--- src/rtl/slnp_pkg.sv ---
// Shared types and constants for the sorted list node pool.
package slnp_pkg;

  localparam int VALUE_W  = 32;
  localparam int MODE_W   = 2;
  localparam int STATUS_W = 2;
  localparam int COUNT_W  = 6;

  typedef enum logic [MODE_W-1:0] {
    MODE_CLEAR    = 2'd0,
    MODE_INSERT   = 2'd1,
    MODE_DELETE   = 2'd2,
    MODE_TRAVERSE = 2'd3
  } mode_t;

  typedef enum logic [STATUS_W-1:0] {
    ST_OK        = 2'd0,
    ST_FULL      = 2'd1,
    ST_EMPTY     = 2'd2,
    ST_NOT_FOUND = 2'd3
  } status_t;

  typedef enum logic [2:0] {
    CELL_HOLD = 3'd0,
    CELL_CMP  = 3'd1,
    CELL_INS  = 3'd2,
    CELL_DEL  = 3'd3,
    CELL_ROT  = 3'd4,
    CELL_CLR  = 3'd5
  } cell_op_t;

  typedef struct packed {
    cell_op_t                   op;
    logic signed [VALUE_W-1:0] key;
  } cell_ctrl_t;

endpackage

--- src/rtl/slnp_if.sv ---
// Request and result channel interfaces with valid/ready handshake.
interface slnp_cmd_if
  import slnp_pkg::*;
();
  logic                      valid;
  logic                      ready;
  logic [MODE_W-1:0]         mode;
  logic signed [VALUE_W-1:0] value;

  modport source (output valid, output mode, output value, input ready);
  modport sink   (input valid, input mode, input value, output ready);
endinterface

interface slnp_res_if
  import slnp_pkg::*;
();
  logic                      valid;
  logic                      ready;
  logic [STATUS_W-1:0]       status;
  logic signed [VALUE_W-1:0] element;
  logic                      last;
  logic [COUNT_W-1:0]        count;

  modport source (output valid, output status, output element, output last, output count,
                  input ready);
  modport sink   (input valid, input status, input element, input last, input count,
                  output ready);
endinterface

--- src/rtl/slnp_cell.sv ---
// One storage cell of the sorted row: holds a value, compares it and shifts with neighbors.
module slnp_cell
  import slnp_pkg::*;
(
  input  logic                      clk,
  input  logic                      rst_n,
  input  cell_ctrl_t                ctrl,
  input  logic signed [VALUE_W-1:0] left_val,
  input  logic                      left_vld,
  input  logic                      left_ge,
  input  logic signed [VALUE_W-1:0] right_val,
  input  logic                      right_vld,
  input  logic signed [VALUE_W-1:0] head_val,
  output logic signed [VALUE_W-1:0] val,
  output logic                      vld,
  output logic                      ge,
  output logic                      eq
);

  logic signed [VALUE_W-1:0] val_r, val_nxt;
  logic                      vld_r, vld_nxt;
  logic                      ge_r, ge_nxt;
  logic                      eq_r, eq_nxt;

  always_comb begin
    val_nxt = val_r;
    vld_nxt = vld_r;
    ge_nxt  = ge_r;
    eq_nxt  = eq_r;
    unique case (ctrl.op)
      CELL_CMP: begin
        // an empty cell counts as greater than any key
        ge_nxt = !vld_r || (val_r >= ctrl.key);
        eq_nxt = vld_r && (val_r == ctrl.key);
      end
      CELL_INS: begin
        if (left_ge) begin
          val_nxt = left_val;
          vld_nxt = left_vld;
        end else if (ge_r) begin
          val_nxt = ctrl.key;
          vld_nxt = 1'b1;
        end
      end
      CELL_DEL: begin
        if (ge_r) begin
          val_nxt = right_val;
          vld_nxt = right_vld;
        end
      end
      CELL_ROT: begin
        // last occupied cell wraps the head value around
        if (right_vld) begin
          val_nxt = right_val;
        end else if (vld_r) begin
          val_nxt = head_val;
        end
      end
      CELL_CLR: begin
        vld_nxt = 1'b0;
      end
      CELL_HOLD: begin
      end
      default: begin
      end
    endcase
  end

  always_ff @(posedge clk) begin
    if (!rst_n) begin
      vld_r <= 1'b0;
      ge_r  <= 1'b0;
      eq_r  <= 1'b0;
    end else begin
      vld_r <= vld_nxt;
      ge_r  <= ge_nxt;
      eq_r  <= eq_nxt;
    end
  end

  always_ff @(posedge clk) begin
    val_r <= val_nxt;
  end

  assign val = val_r;
  assign vld = vld_r;
  assign ge  = ge_r;
  assign eq  = eq_r;

endmodule

--- src/rtl/slnp_row.sv ---
// Chain of storage cells kept in ascending order, with the delete hit detection.
module slnp_row
  import slnp_pkg::*;
#(
  parameter int N = 32
) (
  input  logic                      clk,
  input  logic                      rst_n,
  input  cell_ctrl_t                ctrl,
  output logic signed [VALUE_W-1:0] head_val,
  output logic                      found
);

  logic signed [VALUE_W-1:0] val [N];
  logic [N-1:0]              vld;
  logic [N-1:0]              ge;
  logic [N-1:0]              eq;
  logic [N-1:0]              hit;

  for (genvar i = 0; i < N; i++) begin : g_cell
    logic signed [VALUE_W-1:0] l_val, r_val;
    logic                      l_vld, l_ge, r_vld;

    if (i == 0) begin : g_first
      assign l_val = '0;
      assign l_vld = 1'b0;
      assign l_ge  = 1'b0;
      assign hit[i] = ge[i] && eq[i];
    end else begin : g_mid
      assign l_val = val[i-1];
      assign l_vld = vld[i-1];
      assign l_ge  = ge[i-1];
      assign hit[i] = ge[i] && !ge[i-1] && eq[i];
    end

    if (i == N - 1) begin : g_last
      assign r_val = '0;
      assign r_vld = 1'b0;
    end else begin : g_inner
      assign r_val = val[i+1];
      assign r_vld = vld[i+1];
    end

    slnp_cell u_cell (
      .clk       (clk),
      .rst_n     (rst_n),
      .ctrl      (ctrl),
      .left_val  (l_val),
      .left_vld  (l_vld),
      .left_ge   (l_ge),
      .right_val (r_val),
      .right_vld (r_vld),
      .head_val  (val[0]),
      .val       (val[i]),
      .vld       (vld[i]),
      .ge        (ge[i]),
      .eq        (eq[i])
    );
  end

  assign head_val = val[0];
  // only the first cell at or above the key can match
  assign found    = |hit;

endmodule

--- src/rtl/sorted_list_node_pool_top.sv ---
// Sorted list of signed values in a pool of POOL_NODES cells: clear, insert, delete, traverse.
// Values sit in a row of cells kept in ascending order; an insert shifts the upper part
// right by one, a delete shifts it left, and a traverse rotates the occupied cells one place
// per result so the list is back in order when it ends. Clear goes straight to the apply state,
// insert and delete pass a compare state (a compare in every cell) before the shift, and a
// traverse gives one result per value stored (one if empty), each waiting on out_ch.ready.
// One request is worked on at a time; in_ch.ready is high only between requests. A result
// sits in an output register and the next request is taken while it waits to be read.
module sorted_list_node_pool_top
  import slnp_pkg::*;
#(
  parameter int POOL_NODES = 32
) (
  input  logic        clk,
  input  logic        rst_n,
  slnp_cmd_if.sink    in_ch,
  slnp_res_if.source  out_ch
);

  localparam int CNT_W = $clog2(POOL_NODES + 1);

  typedef enum logic [1:0] {
    S_IDLE,
    S_CMP,
    S_APPLY,
    S_TRAV
  } state_t;

  state_t                    state_r, state_nxt;
  mode_t                     mode_r, mode_nxt;
  logic signed [VALUE_W-1:0] key_r, key_nxt;
  logic [CNT_W-1:0]          count_r, count_nxt;
  logic [CNT_W-1:0]          step_r, step_nxt;
  logic                      out_vld_r, out_vld_nxt;
  status_t                   out_status_r, out_status_nxt;
  logic signed [VALUE_W-1:0] out_elem_r, out_elem_nxt;
  logic                      out_last_r, out_last_nxt;
  logic [COUNT_W-1:0]        out_count_r, out_count_nxt;

  cell_ctrl_t                ctrl;
  logic signed [VALUE_W-1:0] head_val;
  logic                      found;
  logic                      out_free;
  logic                      full;
  logic                      empty;
  logic                      trav_last;
  logic [CNT_W-1:0]          res_cnt;

  slnp_row #(.N(POOL_NODES)) u_row (
    .clk      (clk),
    .rst_n    (rst_n),
    .ctrl     (ctrl),
    .head_val (head_val),
    .found    (found)
  );

  assign out_free  = !out_vld_r || out_ch.ready;
  assign full      = (count_r == CNT_W'(POOL_NODES));
  assign empty     = (count_r == '0);
  assign trav_last = (step_r == count_r - 1'b1);

  always_comb begin
    state_nxt      = state_r;
    mode_nxt       = mode_r;
    key_nxt        = key_r;
    count_nxt      = count_r;
    step_nxt       = step_r;
    out_vld_nxt    = out_vld_r && !out_ch.ready;
    out_status_nxt = out_status_r;
    out_elem_nxt   = out_elem_r;
    out_last_nxt   = out_last_r;
    out_count_nxt  = out_count_r;
    res_cnt        = count_r;
    ctrl.op        = CELL_HOLD;
    ctrl.key       = key_r;

    unique case (state_r)
      S_IDLE: begin
        if (in_ch.valid) begin
          mode_nxt = mode_t'(in_ch.mode);
          key_nxt  = in_ch.value;
          step_nxt = '0;
          unique case (mode_t'(in_ch.mode))
            MODE_CLEAR:    state_nxt = S_APPLY;
            MODE_TRAVERSE: state_nxt = S_TRAV;
            MODE_INSERT,
            MODE_DELETE:   state_nxt = S_CMP;
          endcase
        end
      end
      S_CMP: begin
        ctrl.op   = CELL_CMP;
        state_nxt = S_APPLY;
      end
      S_APPLY: begin
        if (out_free) begin
          out_vld_nxt    = 1'b1;
          out_elem_nxt   = key_r;
          out_last_nxt   = 1'b1;
          out_status_nxt = ST_OK;
          state_nxt      = S_IDLE;
          unique case (mode_r)
            MODE_CLEAR: begin
              ctrl.op = CELL_CLR;
              res_cnt = '0;
            end
            MODE_INSERT: begin
              if (full) begin
                out_status_nxt = ST_FULL;
              end else begin
                ctrl.op = CELL_INS;
                res_cnt = count_r + 1'b1;
              end
            end
            MODE_DELETE: begin
              if (empty) begin
                out_status_nxt = ST_EMPTY;
              end else if (!found) begin
                out_status_nxt = ST_NOT_FOUND;
              end else begin
                ctrl.op = CELL_DEL;
                res_cnt = count_r - 1'b1;
              end
            end
            MODE_TRAVERSE: begin
            end
          endcase
          count_nxt     = res_cnt;
          out_count_nxt = COUNT_W'(res_cnt);
        end
      end
      S_TRAV: begin
        if (out_free) begin
          out_vld_nxt   = 1'b1;
          out_count_nxt = COUNT_W'(count_r);
          if (empty) begin
            out_status_nxt = ST_EMPTY;
            out_elem_nxt   = '0;
            out_last_nxt   = 1'b1;
            state_nxt      = S_IDLE;
          end else begin
            // emit the head and rotate the occupied cells by one
            ctrl.op        = CELL_ROT;
            out_status_nxt = ST_OK;
            out_elem_nxt   = head_val;
            out_last_nxt   = trav_last;
            step_nxt       = step_r + 1'b1;
            if (trav_last) begin
              state_nxt = S_IDLE;
            end
          end
        end
      end
    endcase
  end

  always_ff @(posedge clk) begin
    if (!rst_n) begin
      state_r   <= S_IDLE;
      count_r   <= '0;
      step_r    <= '0;
      out_vld_r <= 1'b0;
    end else begin
      state_r   <= state_nxt;
      count_r   <= count_nxt;
      step_r    <= step_nxt;
      out_vld_r <= out_vld_nxt;
    end
    mode_r       <= mode_nxt;
    key_r        <= key_nxt;
    out_status_r <= out_status_nxt;
    out_elem_r   <= out_elem_nxt;
    out_last_r   <= out_last_nxt;
    out_count_r  <= out_count_nxt;
  end

  assign in_ch.ready    = (state_r == S_IDLE);
  assign out_ch.valid   = out_vld_r;
  assign out_ch.status  = out_status_r;
  assign out_ch.element = out_elem_r;
  assign out_ch.last    = out_last_r;
  assign out_ch.count   = out_count_r;

endmodule

--- src/flat_wrapper.sv ---
// flat-port wrapper written by rule: the top's interface ports become plain ports
module sorted_list_node_pool_top_flat import slnp_pkg::*;
#(
  parameter int POOL_NODES = 32
)
  (clk, rst_n, in_ch_valid, in_ch_mode, in_ch_value, in_ch_ready, out_ch_valid, out_ch_status, out_ch_element, out_ch_last, out_ch_count, out_ch_ready);
  slnp_cmd_if in_ch_i ();
  slnp_res_if out_ch_i ();
  input  logic clk;
  input  logic rst_n;
  input wire logic [$bits(in_ch_i.valid)-1:0] in_ch_valid;
  input wire logic [$bits(in_ch_i.mode)-1:0] in_ch_mode;
  input wire logic [$bits(in_ch_i.value)-1:0] in_ch_value;
  output wire logic [$bits(in_ch_i.ready)-1:0] in_ch_ready;
  output wire logic [$bits(out_ch_i.valid)-1:0] out_ch_valid;
  output wire logic [$bits(out_ch_i.status)-1:0] out_ch_status;
  output wire logic [$bits(out_ch_i.element)-1:0] out_ch_element;
  output wire logic [$bits(out_ch_i.last)-1:0] out_ch_last;
  output wire logic [$bits(out_ch_i.count)-1:0] out_ch_count;
  input wire logic [$bits(out_ch_i.ready)-1:0] out_ch_ready;
  assign in_ch_i.valid = in_ch_valid;
  assign in_ch_i.mode = in_ch_mode;
  assign in_ch_i.value = in_ch_value;
  assign in_ch_ready = in_ch_i.ready;
  assign out_ch_valid = out_ch_i.valid;
  assign out_ch_status = out_ch_i.status;
  assign out_ch_element = out_ch_i.element;
  assign out_ch_last = out_ch_i.last;
  assign out_ch_count = out_ch_i.count;
  assign out_ch_i.ready = out_ch_ready;
  sorted_list_node_pool_top #(.POOL_NODES(POOL_NODES)) u_core (.clk(clk), .rst_n(rst_n), .in_ch(in_ch_i), .out_ch(out_ch_i));
endmodule
--- config.mk ---
export PLATFORM = sky130hd
export DESIGN_NAME = sorted_list_node_pool_top_flat
export DESIGN_NICKNAME = d
export VERILOG_FILES = /design/src/rtl/slnp_pkg.sv /design/src/rtl/slnp_if.sv /design/src/rtl/slnp_cell.sv /design/src/rtl/slnp_row.sv /design/src/rtl/sorted_list_node_pool_top.sv /design/src/flat_wrapper.sv
export SDC_FILE = /design/constraint.sdc
export NUM_CORES = 2
export LEC_CHECK = 0
export ABC_AREA = 1
export ABC_CLOCK_PERIOD_IN_PS = 5150
export CAP_MARGIN = 10
export CELL_PAD_IN_SITES_DETAIL_PLACEMENT = 0
export CELL_PAD_IN_SITES_GLOBAL_PLACEMENT = 2
export CORE_MARGIN = 4
export CORE_UTILIZATION = 36
export DETAILED_ROUTE_END_ITERATION = 7
export DONT_BUFFER_PORTS = 1
export MAX_ROUTING_LAYER = met4
export PLACE_DENSITY = 0.87
export SLEW_MARGIN = 20
export SYNTH_ARGS = -nofsm -noshare
export SYNTH_HDL_FRONTEND = slang
export SYNTH_SLANG_ARGS = --single-unit
--- constraint.sdc ---
create_clock -name clk -period 5.15 [get_ports clk]
set_clock_uncertainty 0.05 [all_clocks]
set_input_delay 0.2575 -clock clk [delete_from_list [all_inputs] [get_ports clk]]
set_output_delay 0.2575 -clock clk [all_outputs]
set_load 0.03 [all_outputs]
-- Word level (Yosys, flattened, before mapping)
Cells that the tools add are included.
- register bits after elaboration: 1210
- input port bits: 38
- output and inout bits: 43
- word-level logic and storage cells: 955
- add/sub/neg operators: 3
- $lt $le $gt $ge: 32
- equal/unequal tests: 148
- multiplexer cells: 360
- reductions and logical operators: 274
- operators with widths (cell ; number):
    $mux 32 ; 160
    $pmux 32 s3 ; 32
    $eq 32x32->1 ; 32
    $ge 32x32->1 ; 32
    $ne 3x1->1 const B ; 62
    $reduce_and 4->1 ; 34
    $mux 1 ; 101
    $reduce_and 3->1 ; 33
    $logic_and 1x1->1 ; 96
    $pmux 1 s3 ; 32
    $ne 2x1->1 const B ; 37
    $logic_not 1->1 ; 65
    $pmux 32 s2 ; 1
    $mux 6 ; 8
    $logic_or 1x1->1 ; 33
    $reduce_or 32->1 ; 1
    $mux 2 ; 12
    $pmux 6 s2 ; 2
    $pmux 3 s3 ; 2
    $pmux 6 s3 ; 1
    $add 6x1->6 const B ; 2
    $mux 3 ; 4
    $eq 2x2->1 const B ; 5
    $pmux 2 s2 ; 2
    other kinds (17) ; 28

-- Longest topological paths before layout
- depth in word-level cells: 12
- gate-level depth with buffers: 19
- gate-level depth less buffers: 18

-- Cells and area by module
A second synthesis with hierarchy kept.
- cell total of the unflattened synthesis: 15088
- area, all modules: 107184.0 um2
- modules (own cells, without submodules) (module ; instances ; cells each ; area an instance (um2) ; sequential area each (um2)):
    slnp_cell at u_core.u_row.g_cell[0].u_cell ... ; 25 ; 458 ; 3218.1 ; 1021.0
    slnp_cell at u_core.u_row.g_cell[4].u_cell ... ; 5 ; 461 ; 3201.8 ; 1021.0
    sorted_list_node_pool_top ; 1 ; 348 ; 4028.9 ; 2552.4
    slnp_cell at u_core.u_row.g_cell[9].u_cell ; 1 ; 463 ; 3191.8 ; 1021.0
    slnp_cell at u_core.u_row.g_cell[26].u_cell ; 1 ; 432 ; 3114.2 ; 1021.0
    slnp_row ; 1 ; 90 ; 387.9 ; 0.0

-- Worst setup path after synthesis
OpenSTA, ideal clock, no wires.
- kind: register to register
- from: register u_core.out_vld_r, in the netlist u_core.out_ch.valid
- to: register u_core.u_row.g_cell[13].u_cell.val_r[0] (enable)
- arrival time: 5.151 ns
- data required time: 4.679 ns
- path slack: -0.472 ns
- stages on the path, launching flop included: 15
- buffers on the path: 3
- period minus slack after synthesis: 5.622 ns
- cells stage by stage: dfxtp_1 inv_1 nor2_1 nor2_1 nand2_1 buf_2 nor2_4 nand3_2 nor2_4 nor2_4 buf_6 nand2_2 buf_2 nand2_1 nor2_1
- longest elaborated chain between the ends: 7
- elaborated cells on any way between the ends: 13
- RTL lines (element ; line ; source):
    start, declared ; sorted_list_node_pool_top.sv:34 ; logic out_vld_r, out_vld_nxt;
    start signal, assigned ; sorted_list_node_pool_top.sv:167 ; out_vld_r <= out_vld_nxt;
    $logic_not 1->1 * ; sorted_list_node_pool_top.sv:57 ; assign out_free = !out_vld_r || out_ch.ready;
    $logic_or 1x1->1 * ; sorted_list_node_pool_top.sv:57 ;
    $mux 3, on equally long branches ; sorted_list_node_pool_top.sv:133, sorted_list_node_pool_top.sv:96 ;
    $pmux 3 s3 * ; sorted_list_node_pool_top.sv:77 ; unique case (state_r)
    $eq 3x3->1 / $eq 3x2->1 (equally long branches) ; slnp_cell.sv:30 ; unique case (ctrl.op)
    $ne 3x1->1 (no line), or another cell as far along ; - ;
    $reduce_and 4->1 (no line) * ; - ;
    end signal, assigned ; slnp_cell.sv:82 ; val_r <= val_nxt;
    end, declared ; slnp_cell.sv:20 ; logic signed [VALUE_W-1:0] val_r, val_nxt;
Mark *: on every way between the ends. The rest lies on a longest branch, timed or not.
A chain may end at the register's enable or synchronous reset.

-- Worst setup path after layout
- from: register u_core.u_row.g_cell[2].u_cell.ge_r
- to: register u_core.u_row.g_cell[20].u_cell.val_r[26], data pin
- longest elaborated chain between the ends: 11
- elaborated cells on any way between the ends: 15
- RTL lines (element ; line ; source):
    start, declared ; slnp_cell.sv:22 ; logic ge_r, ge_nxt;
    start signal, assigned ; slnp_cell.sv:76 ; ge_r <= ge_nxt;
    $logic_not 1->1 ; slnp_row.sv:33 ; assign hit[i] = ge[i] && !ge[i-1] && eq[i];
    $logic_and 1x1->1 (2 in a row) ; slnp_row.sv:33 ;
    $reduce_or 32->1 * ; slnp_row.sv:63 ; assign found = |hit;
    $mux 2 * ; sorted_list_node_pool_top.sv:118 ; end else if (!found) begin
    $mux 3 * ; sorted_list_node_pool_top.sv:116 ; if (empty) begin
    $pmux 3 s3 * ; sorted_list_node_pool_top.sv:102 ; unique case (mode_r)
    $mux 3 * ; sorted_list_node_pool_top.sv:96 ; if (out_free) begin
    $pmux 3 s3 * ; sorted_list_node_pool_top.sv:77 ;
    $eq 3x3->1 / $eq 3x2->1 (equally long branches) ; slnp_cell.sv:30 ;
    $pmux 32 s3 * ; slnp_cell.sv:30 ;
    net u_core.u_row.g_cell[20].u_cell.val_nxt[26] ; slnp_cell.sv:20 ;
    end signal, assigned ; slnp_cell.sv:82 ;
    end, declared ; slnp_cell.sv:20 ;
Mark *: on every way through the listed nets, which the timed path passes. The rest lies on a longest branch.

==> flow_summary.rst <==
.. list-table::
   :header-rows: 1

   * - Metric
     - Value
   * - Cell depth of the worst flop-to-flop path
     - 16
   * - Total iterations of the first detailed-routing run
     - 6
   * - Maximum resistive drop on vdd
     - 225 uV
   * - Global Route met3 Usage
     - 0.0337
   * - Data required time at the worst endpoint
     - 5770 ps
   * - Final setup vio count
     - 0
   * - Run status
     - finished, final reports clean
   * - Clock transition at the registers of the reported paths
     - 60 ps
   * - Boundary pin count
     - 81
   * - Setup repair after global routing missed its margin
     - false
   * - Placement Cell Area
     - 0.100 mm2
   * - Sum of overflow across all layers after global routing
     - 0
   * - Area delta synth->final
     - 9.16%
   * - Post-synth cell types
     - 49
   * - CTS HTree Levels
     - 4
   * - Later-pin clock latency in the skew report
     - 860 ps
   * - Count of mapped cells out of synthesis
     - 12200
   * - Routed wire length
     - 383 mm
   * - Slowest stage cell on the critical path
     - sky130_fd_sc_hd__buf_12
   * - Number of buffers inserted by post-CTS setup repair
     - 0
   * - Data arrival time of the critical path
     - 5320 ps
   * - Min Clock Period, post-route
     - 4700 ps
   * - R2R Setup Slk
     - 450 ps
   * - Final count of hold timing violations
     - 0
   * - Sequential area share after synthesis
     - 0.362
   * - Worst setup path startpoint
     - u_core.u_row.g_cell[2].u_cell.ge
   * - Largest net degree at the start of global routing
     - 219
   * - Cell chain of the critical path
     - inv_2, nand3_1, nand2_1, nor2_1, nand2_1, nor2_1, nand2_2, nand3_2, nand2_1, nand2_1, nand2_1, nor2_4, buf_12, buf_12, o211ai_1, nand3_1
   * - Global placement routability congestion
     - 0.905
   * - Path class of the lowest-slack min-delay path
     - primary input to flip-flop
   * - Internal power contribution
     - 0.0251 W
   * - Power per cell area
     - 403 mW/mm2
   * - Most used flip-flop cell after synthesis
     - sky130_fd_sc_hd__edfxtp_1
   * - Global routing usage summed across all routing layers
     - 0.272
   * - Critical Path Sink
     - u_core.u_row.g_cell[20].u_cell.val[26]
   * - Met1 Use GR
     - 0.349
   * - Buffer depth of the longest clock path
     - 4
   * - Kind of launch point of the worst setup path
     - flip-flop
   * - Floorplan die height
     - 528 um
   * - Number of filler instances in the final layout
     - 26800
   * - Clock Sinks
     - 1210
   * - Cell types occupying the most area after synthesis
     - sky130_fd_sc_hd__edfxtp_1 (34%), sky130_fd_sc_hd__o211ai_1 (15%), sky130_fd_sc_hd__nand2_1 (15%)
   * - Clock tree from TritonCTS
     - done
   * - Seq pwr share
     - 0.358
   * - Area fraction in and, or, nand and nor cells after synthesis
     - 0.233
   * - Crit path kind
     - flip-flop to flip-flop
   * - Yosys synthesis warning count
     - 0
   * - Number of enable-type register cells in the synthesized netlist
     - 1099
   * - Fraction of power spent switching nets
     - 0.414
   * - Fmax achieved
     - 0.213 GHz
   * - Delay of the slowest cell on the worst path
     - 680 ps
   * - Number of rows created at floorplan
     - 190
   * - End of the worst register-to-register path
     - u_core.u_row.g_cell[20].u_cell.val[26]
   * - Wire length of the first global-routing pass
     - 577 mm
   * - Main combinational cell family by area after synthesis
     - simple AND/OR/NAND/NOR gates
   * - Share of the synthesized area in compound gates (AO/OA/AOI/OAI)
     - 0.213
   * - Layout cells sized above 1
     - 0.0575
   * - Total DRC errors in the routed layout
     - 0
   * - Post-synthesis xor/xnor area fraction
     - 0.00333
   * - Buffers plus inverters on the worst setup path
     - 3
   * - Die outline area
     - 0.279 mm2
   * - Share of synthesized registers carrying an async set or reset
     - 0
   * - Cell repeated most along the worst path
     - sky130_fd_sc_hd__nand2_1
   * - Number of nets with antenna violations after routing
     - 0
   * - Post-Syn Area per Cell
     - 7.98 um2
   * - Number of nets at the end of the flow
     - 12800
   * - Worst slew margin
     - 0.141
   * - Comb power frac
     - 0.371
   * - Multiplexer share of the synthesized area
     - 0
   * - Total via count after detailed routing
     - 93600
   * - Fin Setup TNS
     - 0 ps
   * - Largest fanout on the critical path
     - 218
   * - Share of power burned in the clock network
     - 0.271
   * - Inserted Clock Buffers
     - 167
   * - Initial Utilization
     - 0.363
   * - Share of the cycle needed by the critical path after routing
     - 0.913
   * - Input/output buffers
     - 0
   * - Cell accounting for the most synthesized area
     - sky130_fd_sc_hd__edfxtp_1
   * - Adder-cell share of the synthesized area
     - 0.133
   * - Number of global-route vias before repair
     - 88600
   * - Static leakage
     - 42.4 nW
   * - Post-route design area
     - 0.106 mm2
   * - Most heavily used metal layer in global routing
     - met2
   * - Count of final max-slew check failures
     - 0
   * - Launch point of the worst reg-to-reg path
     - u_core.u_row.g_cell[2].u_cell.ge
   * - Number of logic stages on the critical path including buffering
     - 16
   * - Sort of element at the end of the critical path
     - flip-flop
   * - Reported net switching power
     - 0.0178 W
   * - Routed length per placed instance
     - 24.8 um
   * - Met2 usage in global routing
     - 0.441
   * - Cell family contributing the most delay on the critical path
     - simple AND/OR/NAND/NOR gates
   * - Floorplan Core Area
     - 0.269 mm2
   * - Estimated wirelength of the detail-placed design
     - 260 mm
   * - Root Buffer
     - sky130_fd_sc_hd__clkbuf_16
   * - Width of the die
     - 528 um
   * - Synth Cell Area
     - 0.0974 mm2
   * - Count of maximum capacitance violations
     - 0
   * - Number of storage elements in the synthesis netlist
     - 1210
   * - Vias per cell
     - 6.07
   * - Net count after synthesis
     - 13300
   * - First DRT Iteration DRCs
     - 9714
   * - Area share of the largest cell type after synthesis
     - 0.339
   * - Slew at the pin with the worst max-slew slack
     - 1290 ps
   * - Number of antenna violations at the first check in global routing
     - 16
==> per-stage QoR <==
stage / utilization / power (W) / instances / worst slack, ps / hold slack [ps]
after floorplan: - / 0.0257 / 12200 / 257 / 306
after global placement: 0.373 / 0.0305 / 15000 / 739 / 306
after detailed placement: 0.373 / 0.0310 / 15000 / 672 / 306
after CTS: 0.396 / 0.0428 / 15400 / 623 / 5.36
after global routing: 0.396 / 0.0454 / 15400 / 230 / 38.2
final: 0.396 / 0.0429 / 15400 / 449 / 50.0
==> cells by family (layout without fill, tap and decap cells) <==
kind of cell / count (synthesis) / in the layout
flip-flops: 1210 / 1210
adder cells (fa/ha/maj): 1033 / 1033
XOR/XNOR: 37 / 37
AO/OA/AOI/OAI: 3075 / 3075
buffers and inverters: 1359 / 1023
other: 0 / 4
AND/OR/NAND/NOR: 5491 / 5491
==> cell usage after synthesis, types with 8 or more instances <==
| cell | n |
|---|---|
| sky130_fd_sc_hd__nand3_1 | 1083 |
| sky130_fd_sc_hd__o221ai_1 | 43 |
| sky130_fd_sc_hd__edfxtp_1 | 1099 |
| sky130_fd_sc_hd__nor3_1 | 83 |
| sky130_fd_sc_hd__inv_1 | 309 |
| sky130_fd_sc_hd__buf_6 | 8 |
| sky130_fd_sc_hd__nand3b_1 | 10 |
| sky130_fd_sc_hd__buf_4 | 19 |
| sky130_fd_sc_hd__ha_1 | 1033 |
| sky130_fd_sc_hd__o22ai_1 | 68 |
| sky130_fd_sc_hd__clkbuf_1 | 687 |
| sky130_fd_sc_hd__a21oi_1 | 567 |
| sky130_fd_sc_hd__o211a_1 | 25 |
| sky130_fd_sc_hd__xor2_1 | 31 |
| sky130_fd_sc_hd__nand4_1 | 117 |
| sky130_fd_sc_hd__a31oi_1 | 16 |
| sky130_fd_sc_hd__nor4_1 | 40 |
| sky130_fd_sc_hd__nor3b_1 | 11 |
| sky130_fd_sc_hd__inv_2 | 22 |
| sky130_fd_sc_hd__o21a_1 | 15 |
| sky130_fd_sc_hd__nor2_1 | 309 |
| sky130_fd_sc_hd__nand2_1 | 3807 |
| sky130_fd_sc_hd__clkinv_1 | 33 |
| sky130_fd_sc_hd__a211oi_1 | 26 |
| sky130_fd_sc_hd__dfxtp_1 | 111 |
| sky130_fd_sc_hd__buf_2 | 256 |
| sky130_fd_sc_hd__buf_1 | 25 |
| sky130_fd_sc_hd__o211ai_1 | 1907 |
| sky130_fd_sc_hd__o21ai_0 | 380 |
==> layout make-up <==
type,count,area [um2],area share
Clock buffer,224,4590,0.0431
Tap cell,3552,4440,0.0418
Multi-Input combinational cell,9636,56800,0.534
Antenna cell,4,10.0,0.0000941
Sequential cell,1210,35200,0.331
Timing Repair Buffer,352,3210,0.0302
Clock inverter,83,662,0.00622
Inverter,364,1410,0.0133
==> worst min path at each step <==
stage | startpoint | end | cells past startpoint
floorplan | in_ch_value[0] | u_core.key_r[0] | 0
global placement | in_ch_value[26] | u_core.key_r[26] | 0
detailed placement | in_ch_value[24] | u_core.key_r[24] | 0
CTS | in_ch_value[4] | u_core.key_r[4] | 1
global route | in_ch_value[4] | u_core.key_r[4] | 1
finish | in_ch_value[4] | u_core.key_r[4] | 1
==> state kept, by name, summed over array words and instances, names as in the netlist, 6 cells and up <==
name,flops
u_core.out_ch.element,32
u_core.step_r,6
u_core.u_row.g_cell.u_cell.ge,32
u_core.u_row.g_cell.u_cell.val,1024
u_core.count_r,6
u_core.key_r,32
u_core.u_row.g_cell.u_cell.eq,32
u_core.out_ch.count,6
u_core.u_row.g_cell.u_cell.vld,32
==> what timing repair did <==
action	4_1_cts	5_1_grt
resized for setup	0	0
hold buffers	71	0
endpoints found under the hold margin	158	0
==> power groups by stage <==
stage	clock, W	combinational [W]	sequential, W
2_1_floorplan	0	0.0111	0.0146
3_3_place_gp	0	0.0150	0.0154
3_5_place_dp	0	0.0156	0.0155
4_1_cts	0.0118	0.0157	0.0153
5_1_grt	0.0122	0.0178	0.0155
6_report	0.0116	0.0159	0.0153
==> layer usage <==
metal,up-vias,share of wire
li1,43600,-
met1,45300,0.42
met2,3738,0.47
met3,862,0.067
met4,0,0.039
met5,-,0
==> placed cells by master, fill, tap and decap left out, types with 68 or more instances in the layout <==
| cell | count |
|---|---|
| sky130_fd_sc_hd__dlygate4sd3_1 | 70 |
| sky130_fd_sc_hd__edfxtp_1 | 1099 |
| sky130_fd_sc_hd__nand3_1 | 1082 |
| sky130_fd_sc_hd__dfxtp_1 | 111 |
| sky130_fd_sc_hd__o22ai_1 | 68 |
| sky130_fd_sc_hd__buf_4 | 252 |
| sky130_fd_sc_hd__o21ai_0 | 380 |
| sky130_fd_sc_hd__inv_2 | 74 |
| sky130_fd_sc_hd__a21oi_1 | 567 |
| sky130_fd_sc_hd__ha_1 | 1033 |
| sky130_fd_sc_hd__nand2_1 | 3806 |
| sky130_fd_sc_hd__o211ai_1 | 1907 |
| sky130_fd_sc_hd__nor3_1 | 83 |
| sky130_fd_sc_hd__inv_1 | 234 |
| sky130_fd_sc_hd__nand4_1 | 117 |
| sky130_fd_sc_hd__nor2_1 | 277 |
| sky130_fd_sc_hd__clkbuf_16 | 170 |
Note: power is estimated with default switching activity, not from simulation.
